--- src/hw/rtl/dsrp_pkg.sv ---
// shared constants, codes and cell control types of the data stack
`default_nettype none

package dsrp_pkg;

  // stack geometry
  localparam int unsigned StackDepth = 1024;
  localparam int unsigned CountW     = $clog2(StackDepth + 1);
  localparam int unsigned PosW       = $clog2(StackDepth);

  // item field widths
  localparam int unsigned WordW  = 32;
  localparam int unsigned OpW    = 3;
  localparam int unsigned DepthW = 11;
  localparam int unsigned ErrW   = 2;

  // operation codes
  localparam logic [OpW-1:0] OpPush  = 3'd0;
  localparam logic [OpW-1:0] OpPop   = 3'd1;
  localparam logic [OpW-1:0] OpPeek  = 3'd2;
  localparam logic [OpW-1:0] OpPick  = 3'd3;
  localparam logic [OpW-1:0] OpRoll  = 3'd4;
  localparam logic [OpW-1:0] OpClear = 3'd5;

  // error codes
  localparam logic [ErrW-1:0] ErrNone  = 2'd0;
  localparam logic [ErrW-1:0] ErrUnder = 2'd1;
  localparam logic [ErrW-1:0] ErrOver  = 2'd2;

  // per-cycle command broadcast to every cell
  typedef enum logic [2:0] {
    CellHold,  // keep the word
    CellPush,  // take the word of the cell above (top takes the pushed word)
    CellPop,   // take the word of the cell below
    CellDup,   // cells at or above pos take from below, the rest hold
    CellSwap   // cells pos and pos+1 exchange their words
  } cell_op_e;

  typedef struct packed {
    cell_op_e        op;
    logic [PosW-1:0] pos;
  } cell_ctrl_t;

endpackage

`default_nettype wire

--- src/hw/rtl/dsrp_cell.sv ---
// one stack cell: a word register that loads from itself or a neighbor
`default_nettype none

module dsrp_cell (
  input  wire logic                     clk_i,
  input  wire logic [dsrp_pkg::PosW-1:0]  idx_i,
  input  wire dsrp_pkg::cell_ctrl_t     ctrl_i,
  input  wire logic [dsrp_pkg::WordW-1:0] prev_i,
  input  wire logic [dsrp_pkg::WordW-1:0] next_i,
  output logic      [dsrp_pkg::WordW-1:0] data_o
);
  import dsrp_pkg::*;

  logic [WordW-1:0] data_q, data_d;
  logic [PosW-1:0]  idx_m1;

  assign idx_m1 = idx_i - PosW'(1);

  // select the source of the next word
  always_comb begin
    data_d = data_q;
    case (ctrl_i.op)
      CellPush: data_d = prev_i;
      CellPop:  data_d = next_i;
      CellDup: begin
        if (idx_i <= ctrl_i.pos) data_d = next_i;
      end
      CellSwap: begin
        if (idx_i == ctrl_i.pos) begin
          data_d = next_i;
        end else if ((idx_i != '0) && (idx_m1 == ctrl_i.pos)) begin
          data_d = prev_i;
        end
      end
      default: data_d = data_q;
    endcase
  end

  // word register, no reset
  always_ff @(posedge clk_i) begin
    data_q <= data_d;
  end

  assign data_o = data_q;

endmodule

`default_nettype wire

--- config.mk ---
export PLATFORM = sky130hd
export DESIGN_NAME = dsrp_cell
export DESIGN_NICKNAME = d
export VERILOG_FILES = /design/src/hw/rtl/dsrp_pkg.sv /design/src/hw/rtl/dsrp_cell.sv
export SDC_FILE = /design/constraint.sdc
export NUM_CORES = 1
export LEC_CHECK = 0
export BUFFER_PORTS_ARGS = -buffer_cell sky130_fd_sc_hd__buf_4
export CAP_MARGIN = 10
export CELL_PAD_IN_SITES_DETAIL_PLACEMENT = 0
export CELL_PAD_IN_SITES_GLOBAL_PLACEMENT = 1
export CORE_UTILIZATION = 32
export DETAILED_ROUTE_END_ITERATION = 8
export PLACE_DENSITY_LB_ADDON = 0.1
export SETUP_SLACK_MARGIN = 0.15
export SYNTH_ARGS = -nofsm -noshare
export SYNTH_HDL_FRONTEND = slang
export SYNTH_SLANG_ARGS = --single-unit
--- constraint.sdc ---
create_clock -name clk_i -period 5.95 [get_ports clk_i]
set_input_delay 0 -clock clk_i [delete_from_list [all_inputs] [get_ports clk_i]]
set_output_delay 0 -clock clk_i [all_outputs]
set_load 0.05 [all_outputs]
Yosys cells after proc, flatten, opt, wreduce, memory -nomap -nowiden
Index checks and enable logic that the tools add are counted.

Output and inout port bits: 32. Latch bits: 0. Word-level logic and storage cells: 19. RAM bits: 0. Memories: 0. ROM bits: 0. Bits of input ports: 88. Register bits after elaboration: 32.

Multiply operators: 0. Shift operators: 0. Multiplexer cells: 4. $lt $le $gt $ge: 1. Eq/ne operators: 8. Reductions and logical operators: 4. Bitwise gates (word level): 0. Add/sub/neg operators: 1. Div/mod/pow operators: 0.

Operator list (count): $pmux W32 S4 (1); $mux W32 (3); $eq A10 B10 Y1 (2); $le A10 B10 Y1 (1); $reduce_bool A10 Y1 (1); $sub A10 B1 Y10 const B (1); $eq A3 B2 Y1 const B (2); $reduce_bool A4 Y1 (1); $eq A3 B1 Y1 const B (1); $eq A3 B3 Y1 const B (1); $ne A3 B3 Y1 const B (1); $reduce_and A3 Y1 (1); $ne A2 B2 Y1 const B (1); $logic_and A1 B1 Y1 (1).

Depth between registers and ports, before layout
Depth after elaboration: 6. Mapped depth: 7. Gate-level depth less buffers: 7.

Worst setup path after synthesis
Ideal clock, no wire load.

Kind: input-to-reg. Start: in idx_i[0] (netlist name). End: reg data_q[0] (netlist: data_o[0]), enable pin. Setup time: 0.470 ns. Arrival: 3.741 ns. Data required time: 5.480 ns. Setup slack: 1.738 ns. Stages: 7. Path buffers: 0. Cells stage by stage: inv_1 ha_1 nor3b_1 xnor2_1 nand4b_1 or4_1 a211oi_1.

Cells in the longest elaborated chain, start to end: 5. Elaborated cells on any way between the ends: 9. Classes of those cells: add/sub (1); order compare (1); eq/ne (4); reduce/logical (3).

Ends and longest elaborated chain: from (decl) (RTL line dsrp_cell.sv:6) `input wire logic [dsrp_pkg::PosW-1:0] idx_i,`; $sub A10 B1 Y10 (RTL line dsrp_cell.sv:17) `assign idx_m1 = idx_i - PosW'(1);`; $eq A10 B10 Y1 (RTL line dsrp_cell.sv:31) `end else if ((idx_i != '0) && (idx_m1 == ctrl_i.pos)) begin`; $logic_and A1 B1 Y1 (RTL line dsrp_cell.sv:31); $ne A3 B3 Y1 (no line); $reduce_and A3 Y1 (no line) (*); to (signal assigned) (RTL line dsrp_cell.sv:41) `data_q <= data_d;`; to (decl) (RTL line dsrp_cell.sv:14) `logic [WordW-1:0] data_q, data_d;`.

Every way passes the cells marked *; elsewhere a longest branch is shown, timed or not. A chain may end at the register's enable or synchronous reset.

Worst setup path after layout
Same ends and word-level chain as after synthesis.

==> reports/metrics.csv <==
metric,value,unit
initial antenna violation count,0,
crit path kind,input port to flop,
DP HPWL,4.03,mm
total of max-cap violations,0,
Post-synth EDFFs,32,
hold_ws,8.83,ps
top cell type by total area after synthesis,edfxtp_1,
P&R area growth vs syn,57.8,%
post-synthesis sequential area ratio,49.0,%
status,"finished, final reports clean",
number of vias per cell,4.70,
"Clk pin slew, worst setup/hold paths",60,ps
CP cell instances,buf_4 -> inv_1 -> ha_1 -> nor3b_1 -> xnor2_1 -> nand4b_1 -> or4_1 -> a211oi_4 -> buf_4,
placer congestion estimate,0.749,
Sink Count,32,
"Arr. time, crit path",2220,ps
Post-CTS Setup Inserts,0,
syn_nets,253,
Crit. Startpoint,idx_i[0],
actual slew at the worst max-slew pin,1090,ps
Rel. slew slack,27.4,%
crit end category,flop,
All-Layer GR Usage,15.2,%
"Net count, final",378,
area share of the largest cell type after synthesis,49.0,%
# placed instances,345,
die height,80.3,um
critical path data required time,5890,ps
cell count after synthesis,153,
fill count,568,
DRT iter0 DRCs,29,
largest net degree at the start of global routing,33,
Synth Flop Type,edfxtp_1,
Root Buffer,clkbuf_8,
hold path start,next_i[3],
total power,0.776,mW
Final Cycle Share,38.3,%
synth top area cells,"edfxtp_1 49%, mux2_2 16%, ha_1 7.7%, xnor2_1 2.7%, inv_1 2.3%",
setup_tns,0,ps
Avg Synthesized Cell Area,12.8,um^2
DRC Markers,0,
flop and latch count out of synthesis,32,
Pleak,1.37,nW
CTS Buffer Depth,2,
drt wl/cell,13.9,um
core area,5920,um^2
fin. max-slew vios,0,
"slowest stage delay, CP",580,ps
CTS tree,built,
async set-or-reset flop fraction in the synthesized netlist,0,%
Cell Pwr Density,251,nW/um^2
diode count,0,
Finish-stage setup viols,0,
CTS H-Tree Depth,2,
die area,6440,um^2
# IOs,120,
Yosys Warn Count,0,
"most common cell after layout, fill and taps aside",buf_4,
synthesized cell area,1960,um^2
worst hold stages,2,
Crit path max-delay family,simple AND/OR/NAND/NOR gates,
starting density of the core,33.1,%
Worst Hold Class,input port to flop,
Die W,80.3,um
Startpoint Class,input port,
Peak Freq,0.439,GHz
Worst VDD drop,0.142,mV
Crit. path cell count,9,
max FFs per register,32,
Final Critical Period,2280,ps
first-pass iteration count of the detailed router,4,
Final Non-Filler Cells,354,
Buffers on Ports,119,
CP max stage cell,or4_1,
Synth cell types,36,
"Max FO, Critical Path",32,
grt ovf,0,
vias in the first global route,1546,
global-route wire length before repair,7.27,mm
RSZ-0062 raised after global routing,no,
most numerous cell on the critical path,buf_4,
CP bufs+invs,3,
"leading cell types in the layout, fill and taps excluded","120 x buf_4, 32 x edfxtp_1, 28 x mux2_2",
"antenna viol nets, final",0,
number of core rows,28,
"Hold Vio Cnt, Final",0,
via count,1663,
layout cells sized above 1,58.4,%
total CTS buffers,5,
final WL,4.93,mm
## what timing repair did
action | CTS | global route
hold endpoints to repair | 1 | 0
endpoints found under the setup margin | 0 | 0
gates resized for setup | 0 | 0
hold buffers | 1 | 0
## final cells by class
cell class | instances | area [um^2] | share of cell area (%)
flip-flops and latches | 32 | 961 | 31.1
repair buffers | 121 | 911 | 29.4
clock inverters | 3 | 42.5 | 1.38
inverters | 12 | 45.0 | 1.46
well taps | 75 | 93.8 | 3.03
multi-input cells | 106 | 971 | 31.4
clock buffers | 5 | 68.8 | 2.22
## routing by layer
metal | track usage (%) | part of all wire, %
met3 | 3.30 | 7.4
met5 | 0 | 0
met4 | 5.36 | 1.4
met2 | 28.6 | 52
met1 | 16.5 | 39
## where the power goes
group | total (mW) | switching [mW] | internal (mW) | leakage, nW
Combinational | 0.280 | 0.171 | 0.109 | 1.02
Clock | 0.203 | 0.0789 | 0.124 | 0.0541
Sequential | 0.294 | 0.00793 | 0.286 | 0.302
## per-stage QoR
step / area (um^2) / setup slack [ps] / utilization [%]
after detailed placement: 2970 / 3320 / 50.2
after CTS: 3090 / 3620 / 52.2
after global routing: 3090 / 3550 / 52.2
after floorplan: 1960 / 1740 / -
after global placement: 2970 / 3410 / 50.2
final: 3090 / 3670 / 52.2
## synthesized netlist by cell type (4+ instances only)
cell,n
ha_1,12
inv_1,12
edfxtp_1,32
xor2_1,5
mux2_2,28
mux2_1,4
nor3_1,4
nor2_1,5
a21oi_1,4
nand2_1,5
xnor2_1,6
## logic make-up (layout without fill, tap and decap cells)
family	count (synthesis)	in the layout	synth area share (%)
muxes	32	32	18.4
adders and majority gates	12	12	7.66
buffers and inverters	15	141	2.87
DFF	32	32	49.0
AOI/OAI and AO/OA	19	19	6.64
xor gates and xnor gates	12	12	5.74
and+or+nand+nor	31	31	9.70
## worst paths after layout
check | end | slack, ps
max | data_o[0] | 3670
min | data_o[3] | 9
No activity file was read; power rests on OpenSTA's default activity.
